File: config.mk
export PLATFORM = sky130hd
export DESIGN_NAME = c3v_cell
export DESIGN_NICKNAME = d
export VERILOG_FILES = /design/src/hdl/c3v_pkg.sv /design/src/hdl/c3v_cell.sv
export SDC_FILE = /design/constraint.sdc
export NUM_CORES = 2
export LEC_CHECK = 0
export BUFFER_PORTS_ARGS = -buffer_cell sky130_fd_sc_hd__buf_2
export CORE_MARGIN = 2
export CORE_UTILIZATION = 71
export CTS_BUF_LIST = sky130_fd_sc_hd__clkbuf_2
export CTS_CLUSTER_DIAMETER = 50
export DETAILED_ROUTE_END_ITERATION = 8
export GPL_TIMING_DRIVEN = 1
export PLACE_DENSITY = 0.91
export SLEW_MARGIN = 15
export SYNTH_ARGS = -nofsm -noshare
export SYNTH_HDL_FRONTEND = slang
export SYNTH_SLANG_ARGS = --single-unit
File: constraint.sdc
create_clock -name aclk -period 11.9 [get_ports aclk]
set_input_delay 1.785 -clock aclk [delete_from_list [all_inputs] [get_ports aclk]]
set_output_delay 1.785 -clock aclk [all_outputs]
set_load 0.01 [all_outputs]
File: src/hdl/c3v_pkg.sv
// ----------------------------------------------------------------------------
// c3v_pkg
// Shared types and constants of the 3x3 valid-region convolution stream.
// ----------------------------------------------------------------------------
package c3v_pkg;

    localparam int SAMPLE_BITS       = 16;
    localparam int COEF_BITS         = 16;
    localparam int KERNEL_SIZE       = 3;
    localparam int MAX_WIDTH_DEFAULT = 1024;
    localparam int IMAGE_WIDTH_RESET = 1024;
    localparam int IMAGE_WIDTH_BITS  = 11;
    localparam int MIN_WIDTH         = 3;
    localparam int REG_BITS          = 48;
    localparam int CFG_INDEX_BITS    = 2;
    localparam int FILT_BITS         = 35;
    localparam int PROD_BITS         = SAMPLE_BITS + COEF_BITS;
    localparam int COLSUM_BITS       = PROD_BITS + 2;
    localparam int SUM_BITS          = (COLSUM_BITS + 2 > FILT_BITS) ? COLSUM_BITS + 2
                                                                     : FILT_BITS;
    localparam int FIFO_DEPTH        = 8;
    localparam int FIFO_CNT_BITS     = $clog2(FIFO_DEPTH + 1);

    typedef enum logic [CFG_INDEX_BITS-1:0] {
        REG_IMAGE_WIDTH   = 2'd0,
        REG_KERNEL_TOP    = 2'd1,
        REG_KERNEL_MIDDLE = 2'd2,
        REG_KERNEL_BOTTOM = 2'd3
    } cfg_reg_t;

    typedef logic signed [SAMPLE_BITS-1:0] sample_t;
    typedef logic signed [COEF_BITS-1:0]   coef_t;
    typedef sample_t [KERNEL_SIZE-1:0]     column_t;
    typedef coef_t   [KERNEL_SIZE-1:0]     coef_col_t;
    typedef logic signed [COLSUM_BITS-1:0] colsum_t;

    typedef struct packed {
        logic signed [SAMPLE_BITS-1:0] sample;
        logic                          frame_end;
    } c3v_in_t;

    typedef struct packed {
        logic signed [FILT_BITS-1:0] filtered;
        logic                        row_last;
        logic                        frame_last;
    } c3v_out_t;

endpackage

File: src/hdl/c3v_cell.sv
// ----------------------------------------------------------------------------
// c3v_cell
// One window column: holds three samples, multiplies them by its kernel
// column and sums the products. Shifts its column to the older neighbor.
// ----------------------------------------------------------------------------
module c3v_cell
    import c3v_pkg::*;
(
    input  logic      aclk,
    input  logic      shift_en,
    input  column_t   col_in,
    input  coef_col_t coef,
    output column_t   col_out,
    output colsum_t   col_sum
);

    column_t                     col_reg;
    logic signed [PROD_BITS-1:0] prod_reg [KERNEL_SIZE];
    colsum_t                     sum_reg;

    always_ff @(posedge aclk) begin
        if (shift_en) begin
            col_reg <= col_in;
        end
        for (int r = 0; r < KERNEL_SIZE; r++) begin
            prod_reg[r] <= $signed(col_reg[r]) * $signed(coef[r]);
        end
        sum_reg <= COLSUM_BITS'(prod_reg[0]) + COLSUM_BITS'(prod_reg[1])
                 + COLSUM_BITS'(prod_reg[2]);
    end

    assign col_out = col_reg;
    assign col_sum = sum_reg;

endmodule

==> summary.md <==
| Metric | Value |
|---|---|
| Outcome | `finished clean` |
| Total GRT Usage | `34.7%` |
| Initial antenna violation count | `4` |
| Slowest cell on the critical path | `fa_1` |
| Synth cell types | `67` |
| WHS | `0.617 ns` |
| Standard-cell row count | `81` |
| Core area | `between 40000 and 50000 sq um` |
| Post-route ant nets | `0` |
| CP Buf/Inv Count | `4` |
| Setup TNS | `0 ns` |
| Crit path time final | `7.09 ns` |
| First-pass GRT wire length | `~140000 um` |
| Worst-path clk slew | `0.25 ns` |
| Family with the most delay on the worst path | `adder cells` |
| Clock insertion delay at the later pin of the skew report | `~1.1 ns` |
| Initial DRC Count | `~1900` |
| Area Growth Syn to Fin | `4.70%` |
| Most common cell after layout, fill and taps aside | `inv_1` |
| Die area | `slightly above 50000 sq um` |
| Max-Cap Viols | `0` |
| Setup Skew | `approximately 0.088 ns` |
| Post_cts resized | `0` |
| Critical-path cell list | `buf_2, nand2_1, fa_1, fa_1, inv_1, fa_1, fa_1, fa_1, inv_1, fa_1, inv_1, ha_1, a21o_1, a21o_1, a2111oi_4, a21oi_1, a221oi_2, o21ai_1, or4_1, a2111o_1, o211ai_2` |
| Worst EP arrival | `8.01 ns` |
| Max Slew Vio Count | `0` |
| EDFF count, synth | `48` |
| Chip height | `about 230 um` |
| Synth Cell Area | `35500 sq um` |
| Die width | `228 um` |
| Initial Utilization | `72.2%` |
| Sequential fraction of the synthesis area | `11.4%` |
| FFs w/ async S/R, synth | `0%` |
| Via density | `5.76` |
| Final Hold Viols | `0` |
| Non-filler instance count after layout | `4437` |
| Relative slew slack | `47.2%` |
| Max reg flops | `96` |
| Syn avg cell area | `9.72 sq um` |
| Wire per inst | `18.6 um` |
| Final setup margin | `4.81 ns` |
| Reg-to-Reg End | `prod_reg[0][94]` |
| Layout cells sized above 1 | `approximately 6%` |
| CP max FO | `16` |
| Hold Crit Class | `register to register` |
| Max clock buf depth | `2` |
| Number of CTS-inserted buffers | `17` |
| Vias in the first global route | `28600` |
| R2R Path Start | `col_out[39]` |
| CP Class | `primary input to register` |
| Max incr delay on CP | `0.55 ns` |
| Worst Path Required | `about 13 ns` |
| Final wirelength | `slightly above 80000 um` |
| Nets | `4951` |
| RD Place Congestion | `0.947` |
| Via Count | `around 26000` |
| Sink of the worst hold path | `col_sum[0]` |
| Largest net degree at the start of global routing | `33` |
| Post-route DRC | `0` |
| RSZ-0062 raised after global routing | `false` |
| Syn nets | `4848` |
| Placed insts | `about 4400` |
| Post-CTS Setup Bufs | `0` |
| H-Tree Level Count | `4` |
| Total gr overflow | `0` |
| YS warnings | `0` |
| CTS root buf | `clkbuf_2` |
| CTS Hold Bufs | `0` |
| Final HPWL DP | `a little under 70000 um` |
| Critical path capture point type | `register` |
| Hold Crit Start | `prod_reg[0][32]` |
| Hold Path Depth | `3` |
| F_max | `about 140 MHz` |
| Startpoint types | `primary input` |
| Primary FF master, synth | `dfxtp_1` |
| Clock sinks | `between 150 and 200` |
| Flop2flop setup slack | `5.01 ns` |
| Crit-path most repeated cell | `fa_1` |
| Reg2Reg Depth | `22` |
| Slew @ Worst Pin | `roughly 0.79 ns` |
| Commonest cells after routing, fill and taps aside | `889 x inv_1, 819 x fa_1, 409 x nand2_1` |
| Fraction of the cycle the final worst path needs | `between 50% and 60%` |
| # IOs | `180` |
| Post-Place Worst Slack | `about 3.9 ns` |
| Drt pass-1 iters | `5` |
| Final Setup Violations | `0` |
| Cells after synthesis | `approximately 3700` |
| # port buffers | `179` |
| Synth Register Bits | `between 150 and 200` |
| CTS tree | `built` |
[cell type report]
cell class / instances / area, sq um
clock inverters: 15 / 200
flip-flops and latches: 178 / 4040
repair buffers: 180 / 903
fillers: 3118 / 12000
diodes: 4 / 10.0
well taps: 664 / 831
clock buffers: 17 / 85.1
multi-input cells: 2489 / 27800
inverters: 890 / 3340
[logic make-up (layout without fill, tap and decap cells)]
logic type,count (synthesis),count (layout),synth area share [%]
flip-flops,178,178,11.4
multiplexers,2,2,0.0564
buffers and inverters,986,1102,10.4
other,0,4,0
AO/OA/AOI/OAI,297,297,5.53
XOR/XNOR,129,129,3.18
AND/OR/NAND/NOR,964,964,13.4
adder cells (fa/ha/maj),1097,1097,56.0
[metrics by stage]
stage | area [sq um] | utilization [%]
2_1_floorplan | 35500 | -
3_3_place_gp | 36900 | 75.0
3_5_place_dp | 36900 | 75.0
4_1_cts | 37200 | 75.6
5_1_grt | 37200 | 75.6
6_report | 37200 | 75.6
[worst max path at each step]
| stage | from | end | cells after the start |
|---|---|---|---|
| 4_1_cts | coef[39] | prod_reg[0][94] | 23 |
| 3_5_place_dp | coef[33] | prod_reg[0][94] | 21 |
| 5_1_grt | coef[39] | prod_reg[0][94] | 23 |
| 2_1_floorplan | coef[39] | prod_reg[0][94] | 23 |
| 3_3_place_gp | coef[39] | prod_reg[0][94] | 23 |
| 6_report | coef[33] | prod_reg[0][94] | 21 |
[cells in the mapped netlist, types with 26 or more instances]
library cell	n	area share (%)
a21oi_1	91	1.3
clkbuf_1	96	1.0
nor2_1	84	0.89
fa_1	819	46
a21o_1	43	0.91
ha_1	278	9.8
o21ai_0	42	0.59
edfxtp_1	48	4.1
xnor2_1	103	2.5
xor2_1	26	0.64
dfxtp_1	130	7.3
and2_1	359	6.3
nand2_1	409	4.3
inv_1	889	9.4
[worst min-delay path: stages (launching register included)]
cell	delay, ns
dfxtp_1	0.36
inv_1	0.08
fa_1	0.16
inv_1	0.03
[layer usage]
metal | vias up | wire (um) | GRT usage, %
li1 | 11000 | - | -
met1 | 12800 | 30400 | 44.5
met2 | 1376 | 40000 | 57.1
met3 | 308 | 8300 | 7.97
met4 | 0 | 3810 | 15.5
met5 | - | 0 | 0
Power is not shown: default switching activity piles up to over one toggle a cycle in this logic, so the estimate is an artifact.
