--- src/hdl/c3v_pkg.sv ---
// ----------------------------------------------------------------------------
// c3v_pkg
// Shared types and constants of the 3x3 valid-region convolution stream.
// ----------------------------------------------------------------------------
package c3v_pkg;

    localparam int SAMPLE_BITS       = 16;
    localparam int COEF_BITS         = 16;
    localparam int KERNEL_SIZE       = 3;
    localparam int MAX_WIDTH_DEFAULT = 1024;
    localparam int IMAGE_WIDTH_RESET = 1024;
    localparam int IMAGE_WIDTH_BITS  = 11;
    localparam int MIN_WIDTH         = 3;
    localparam int REG_BITS          = 48;
    localparam int CFG_INDEX_BITS    = 2;
    localparam int FILT_BITS         = 35;
    localparam int PROD_BITS         = SAMPLE_BITS + COEF_BITS;
    localparam int COLSUM_BITS       = PROD_BITS + 2;
    localparam int SUM_BITS          = (COLSUM_BITS + 2 > FILT_BITS) ? COLSUM_BITS + 2
                                                                     : FILT_BITS;
    localparam int FIFO_DEPTH        = 8;
    localparam int FIFO_CNT_BITS     = $clog2(FIFO_DEPTH + 1);

    typedef enum logic [CFG_INDEX_BITS-1:0] {
        REG_IMAGE_WIDTH   = 2'd0,
        REG_KERNEL_TOP    = 2'd1,
        REG_KERNEL_MIDDLE = 2'd2,
        REG_KERNEL_BOTTOM = 2'd3
    } cfg_reg_t;

    typedef logic signed [SAMPLE_BITS-1:0] sample_t;
    typedef logic signed [COEF_BITS-1:0]   coef_t;
    typedef sample_t [KERNEL_SIZE-1:0]     column_t;
    typedef coef_t   [KERNEL_SIZE-1:0]     coef_col_t;
    typedef logic signed [COLSUM_BITS-1:0] colsum_t;

    typedef struct packed {
        logic signed [SAMPLE_BITS-1:0] sample;
        logic                          frame_end;
    } c3v_in_t;

    typedef struct packed {
        logic signed [FILT_BITS-1:0] filtered;
        logic                        row_last;
        logic                        frame_last;
    } c3v_out_t;

endpackage

--- src/hdl/c3v_fifo.sv ---
// ----------------------------------------------------------------------------
// c3v_fifo
// Small output queue of result items; decouples the pipeline from the sink.
// ----------------------------------------------------------------------------
module c3v_fifo
    import c3v_pkg::*;
#(
    parameter int DEPTH = FIFO_DEPTH
) (
    input  logic                         aclk,
    input  logic                         aresetn,
    input  logic                         push,
    input  c3v_out_t                     push_data,
    input  logic                         pop,
    output c3v_out_t                     pop_data,
    output logic                         not_empty,
    output logic [$clog2(DEPTH+1)-1:0]   count
);

    localparam int PTR_BITS = (DEPTH > 1) ? $clog2(DEPTH) : 1;
    localparam int CNT_BITS = $clog2(DEPTH + 1);

    c3v_out_t            mem [DEPTH];
    logic [PTR_BITS-1:0] wr_ptr_reg, wr_ptr_next;
    logic [PTR_BITS-1:0] rd_ptr_reg, rd_ptr_next;
    logic [CNT_BITS-1:0] count_reg, count_next;

    always_comb begin
        wr_ptr_next = wr_ptr_reg;
        rd_ptr_next = rd_ptr_reg;
        count_next  = count_reg;
        if (push) begin
            wr_ptr_next = (wr_ptr_reg == PTR_BITS'(DEPTH - 1)) ? '0 : wr_ptr_reg + 1'b1;
        end
        if (pop) begin
            rd_ptr_next = (rd_ptr_reg == PTR_BITS'(DEPTH - 1)) ? '0 : rd_ptr_reg + 1'b1;
        end
        if (push && !pop) begin
            count_next = count_reg + 1'b1;
        end else if (pop && !push) begin
            count_next = count_reg - 1'b1;
        end
    end

    always_ff @(posedge aclk) begin
        if (!aresetn) begin
            wr_ptr_reg <= '0;
            rd_ptr_reg <= '0;
            count_reg  <= '0;
        end else begin
            wr_ptr_reg <= wr_ptr_next;
            rd_ptr_reg <= rd_ptr_next;
            count_reg  <= count_next;
        end
    end

    always_ff @(posedge aclk) begin
        if (push) begin
            mem[wr_ptr_reg] <= push_data;
        end
    end

    assign pop_data  = mem[rd_ptr_reg];
    assign not_empty = (count_reg != '0);
    assign count     = count_reg;

endmodule

--- config.mk ---
export PLATFORM = sky130hd
export DESIGN_NAME = c3v_fifo
export DESIGN_NICKNAME = d
export VERILOG_FILES = /design/src/hdl/c3v_pkg.sv /design/src/hdl/c3v_fifo.sv
export SDC_FILE = /design/constraint.sdc
export NUM_CORES = 1
export LEC_CHECK = 0
export BUFFER_PORTS_ARGS = -buffer_cell sky130_fd_sc_hd__buf_2
export CORE_MARGIN = 5
export CORE_UTILIZATION = 40
export DETAILED_ROUTE_END_ITERATION = 8
export GPL_TIMING_DRIVEN = 0
export HOLD_SLACK_MARGIN = 0.02
export SLEW_MARGIN = 25
export SYNTH_ARGS = -nofsm -noshare
export SYNTH_HDL_FRONTEND = slang
export SYNTH_SLANG_ARGS = --single-unit
--- constraint.sdc ---
create_clock -name aclk -period 3.9 [get_ports aclk]
set_input_delay 0.39 -clock aclk [delete_from_list [all_inputs] [get_ports aclk]]
set_output_delay 0.39 -clock aclk [all_outputs]
set_load 0.03 [all_outputs]
==> results by group <==
Synthesis
  • Synth top area cells: edfxtp_1 (76%), mux4_2 (14%), mux2_2 (3.5%), dfxtp_1 (2.2%), ha_1 (0.74%)
  • Area leader, netlist: edfxtp_1
  • Syn Std Cell Area: 0.0118 mm²
  • Ys Warns: 0
  • Post-Syn Instances: 500
  • Post-synthesis sequential area ratio: 0.778
  • Synth Register Bits: 309
  • Post-synthesis simple-gate area fraction: 0.0140
  • Post-Synth Adder-Cell Area: 0.00915
  • Syn_area_per_cell: 23.5 µm²
  • Synth Area in XOR/XNOR: 0.00149
  • Post-synthesis mux area share: 0.181
  • Syn_nets: 549
  • Main combinational cell family by area after synthesis: multiplexers
  • Unique masters post-synth: 26
  • Share of Yosys cell area claimed by the top area cell type: 0.756
  • Complex-gate fraction of the synthesized area: 0.00383

Drt
  • Drt initial violations: 286
  • Vias per cell: 5.13
  • WL per Instance: 22.7 µm
  • Final ANT Viol Nets: 0
  • Detailed Route WL: 23800 µm
  • Via count: 5378
  • DR DRC count: 0
  • Pre-antenna DRT Iters: 6

Setup path
  • CP required: 3.51 ns
  • Kind of critical path: register to output pin
  • Arr. time, crit path: 2.66 ns
  • CP Capture Type: output pin
  • Crit path launch type: register
  • Worst-path maximum fanout: 10

Global routing
  • Largest net degree at the start of global routing: 18
  • Initial antenna violation count: 2
  • All-layer global routing usage: 0.147
  • Global-route wire length before repair: 36800 µm
  • Vias in the first global route: 5983
  • Grt total ovfl: 0

Floorplan
  • Initial core utilization: 0.407
  • Row Count: 62
  • DIE AREA: 0.0329 mm²
  • Die W: 181 µm
  • Core Region: 0.0289 mm²
  • Ports: 83
  • Die height: 181 µm

Pwr
  • Pwr Density: 520 mW/mm²
  • Peak supply drop: 0.233 mV
  • Leak Pwr: 0.00461 µW
  • Total power: 7370 µW

Clocking
  • CTS H-tree depth: 2
  • CTS Hold Bufs: 0
  • Clock root buffer master: clkbuf_16
  • CTS tree: built
  • Worst skew pair latency: 0.49 ns
  • Buffer levels on the longest clock path: 3
  • Worst-path clk slew: 0.05 ns
  • Clk sinks: 309
  • CTS-repair resized insts: 0
  • Post CTS Setup Buffer Count: 0
  • CTS Buf Count: 35

Run
  • Max Cap Viol: 0

Run status
  • Run status: finished clean

Placed design
  • Placed Cells incl. Taps: 988
  • Global placer's final weighted congestion: 0.679
  • Placed wire-length estimate: 15500 µm
  • Post-DP Area: 0.0131 mm²
  • PortBufs: 82

Timing
  • Min Clock Period, post-route: 3.05 ns
  • Final Skew: 0.00863 ns
  • Hold slack: 0.160 ns
  • Max Clk Rate: 0.327 GHz
  • Setup-failing EPs final: 0
  • Final Max Tran Viols: 0
  • Ratio of final minimum period to clock period: 0.783
  • Final Hold Violating Endpoints: 0
  • RSZ-0062 raised after global routing: false
  • Slew headroom: 0.398
  • Slew at the pin with the worst max-slew slack: 0.898 ns

Layout
  • N_diodes: 0
  • Area Growth Syn to Fin: 20.5%
  • FILL cells: 2364
  • Finished Cell Area: 0.0142 mm²
  • Share of cells above drive strength 1: 0.412
  • Number of flip-flops in the largest register: 296
  • Post-Layout Cell Count: 1049
  • Final core occ: 0.491
  • # nets final: 690

Worst hold path
  • Hold Path Class: input port to register
per-layer routing:
layer / routed length, µm / share of wire / track usage / vias up
li1: - / - / - / 2395
met1: 9850 / 0.41 / 0.194 / 2807
met2: 12300 / 0.52 / 0.254 / 138
met3: 1190 / 0.050 / 0.0308 / 34
met4: 375 / 0.016 / 0.0324 / 4
met5: 14 / 0.00059 / 0 / -
cell type report:
class / count / area [µm²] / area share
clock buffer: 50 / 975 / 0.0688
clock inverter: 11 / 77.6 / 0.00548
timing repair buffer: 104 / 823 / 0.0581
inverter: 3 / 11.3 / 0.000795
tap: 384 / 480 / 0.0339
buffer: 22 / 139 / 0.00980
sequential: 309 / 9150 / 0.646
multi-input combinational: 166 / 2510 / 0.177
Yosys cell counts, drive strengths merged:
cell type / n
fa: 1
inv: 3
nor3: 3
a31oi: 1
nand2b: 4
o22ai: 1
edfxtp: 296
a211oi: 1
o21ai: 2
and2: 4
xnor2: 2
buf: 15
nand3: 1
or4: 1
mux2: 37
nor2: 8
ha: 7
mux2i: 4
clkbuf: 7
nand2: 7
dfxtp: 13
nor2b: 5
mux4: 74
a21oi: 3
logic make-up (layout without fill, tap and decap cells):
family,Yosys count,after routing
fa+ha+maj,8,8
mux,115,115
buf+inv,25,190
flops,309,309
simple gates,33,33
xor+xnor,2,2
compound gates,8,8
critical path, cell delays in order, from the launching register on:
cell and delay [ns]:
dfxtp_1 0.30, clkbuf_1 0.55, clkbuf_1 0.70, mux2_2 0.44
buf_2 0.19
cells in the final DEF, fill, tap and decap left out, drive strengths merged:
master  count
clkinv      9
nand2       7
mux2       37
inv         4
nor3        3
dfxtp      13
o21ai       2
mux2i       4
bufinv      1
a21oi       3
buf       119
a211oi      1
clkbuf     57
ha          7
nand2b      4
nand3       1
a31oi       1
o22ai       1
and2        4
edfxtp    296
nor2b       5
fa          1
nor2        8
mux4       74
xnor2       2
or4         1
where the power goes:
group	switching, µW	internal [µW]	total (µW)
sequential	26.1	3710	3740
combinational	371	262	632
clock	1190	1800	2990
stage by stage:
| step | setup slack (ns) | TNS [ns] |
|---|---|---|
| floorplan | 0.370 | 0 |
| global placement | -2.56 | -299.94 |
| detailed placement | 1.27 | 0 |
| CTS | 0.740 | 0 |
| global route | 0.713 | 0 |
| finish | 0.846 | 0 |
worst paths after layout:
check                start           end  slack (ns)  cells past startpoint
max reg2reg  wr_ptr_reg[0]    mem[1][16]        1.72                      4
min           push_data[9]     mem[1][9]        0.16                      1
min reg2reg       count[3]      count[3]        0.49                      2
max               register  pop_data[12]        0.85                      4
No activity file was read; power rests on OpenSTA's default activity.
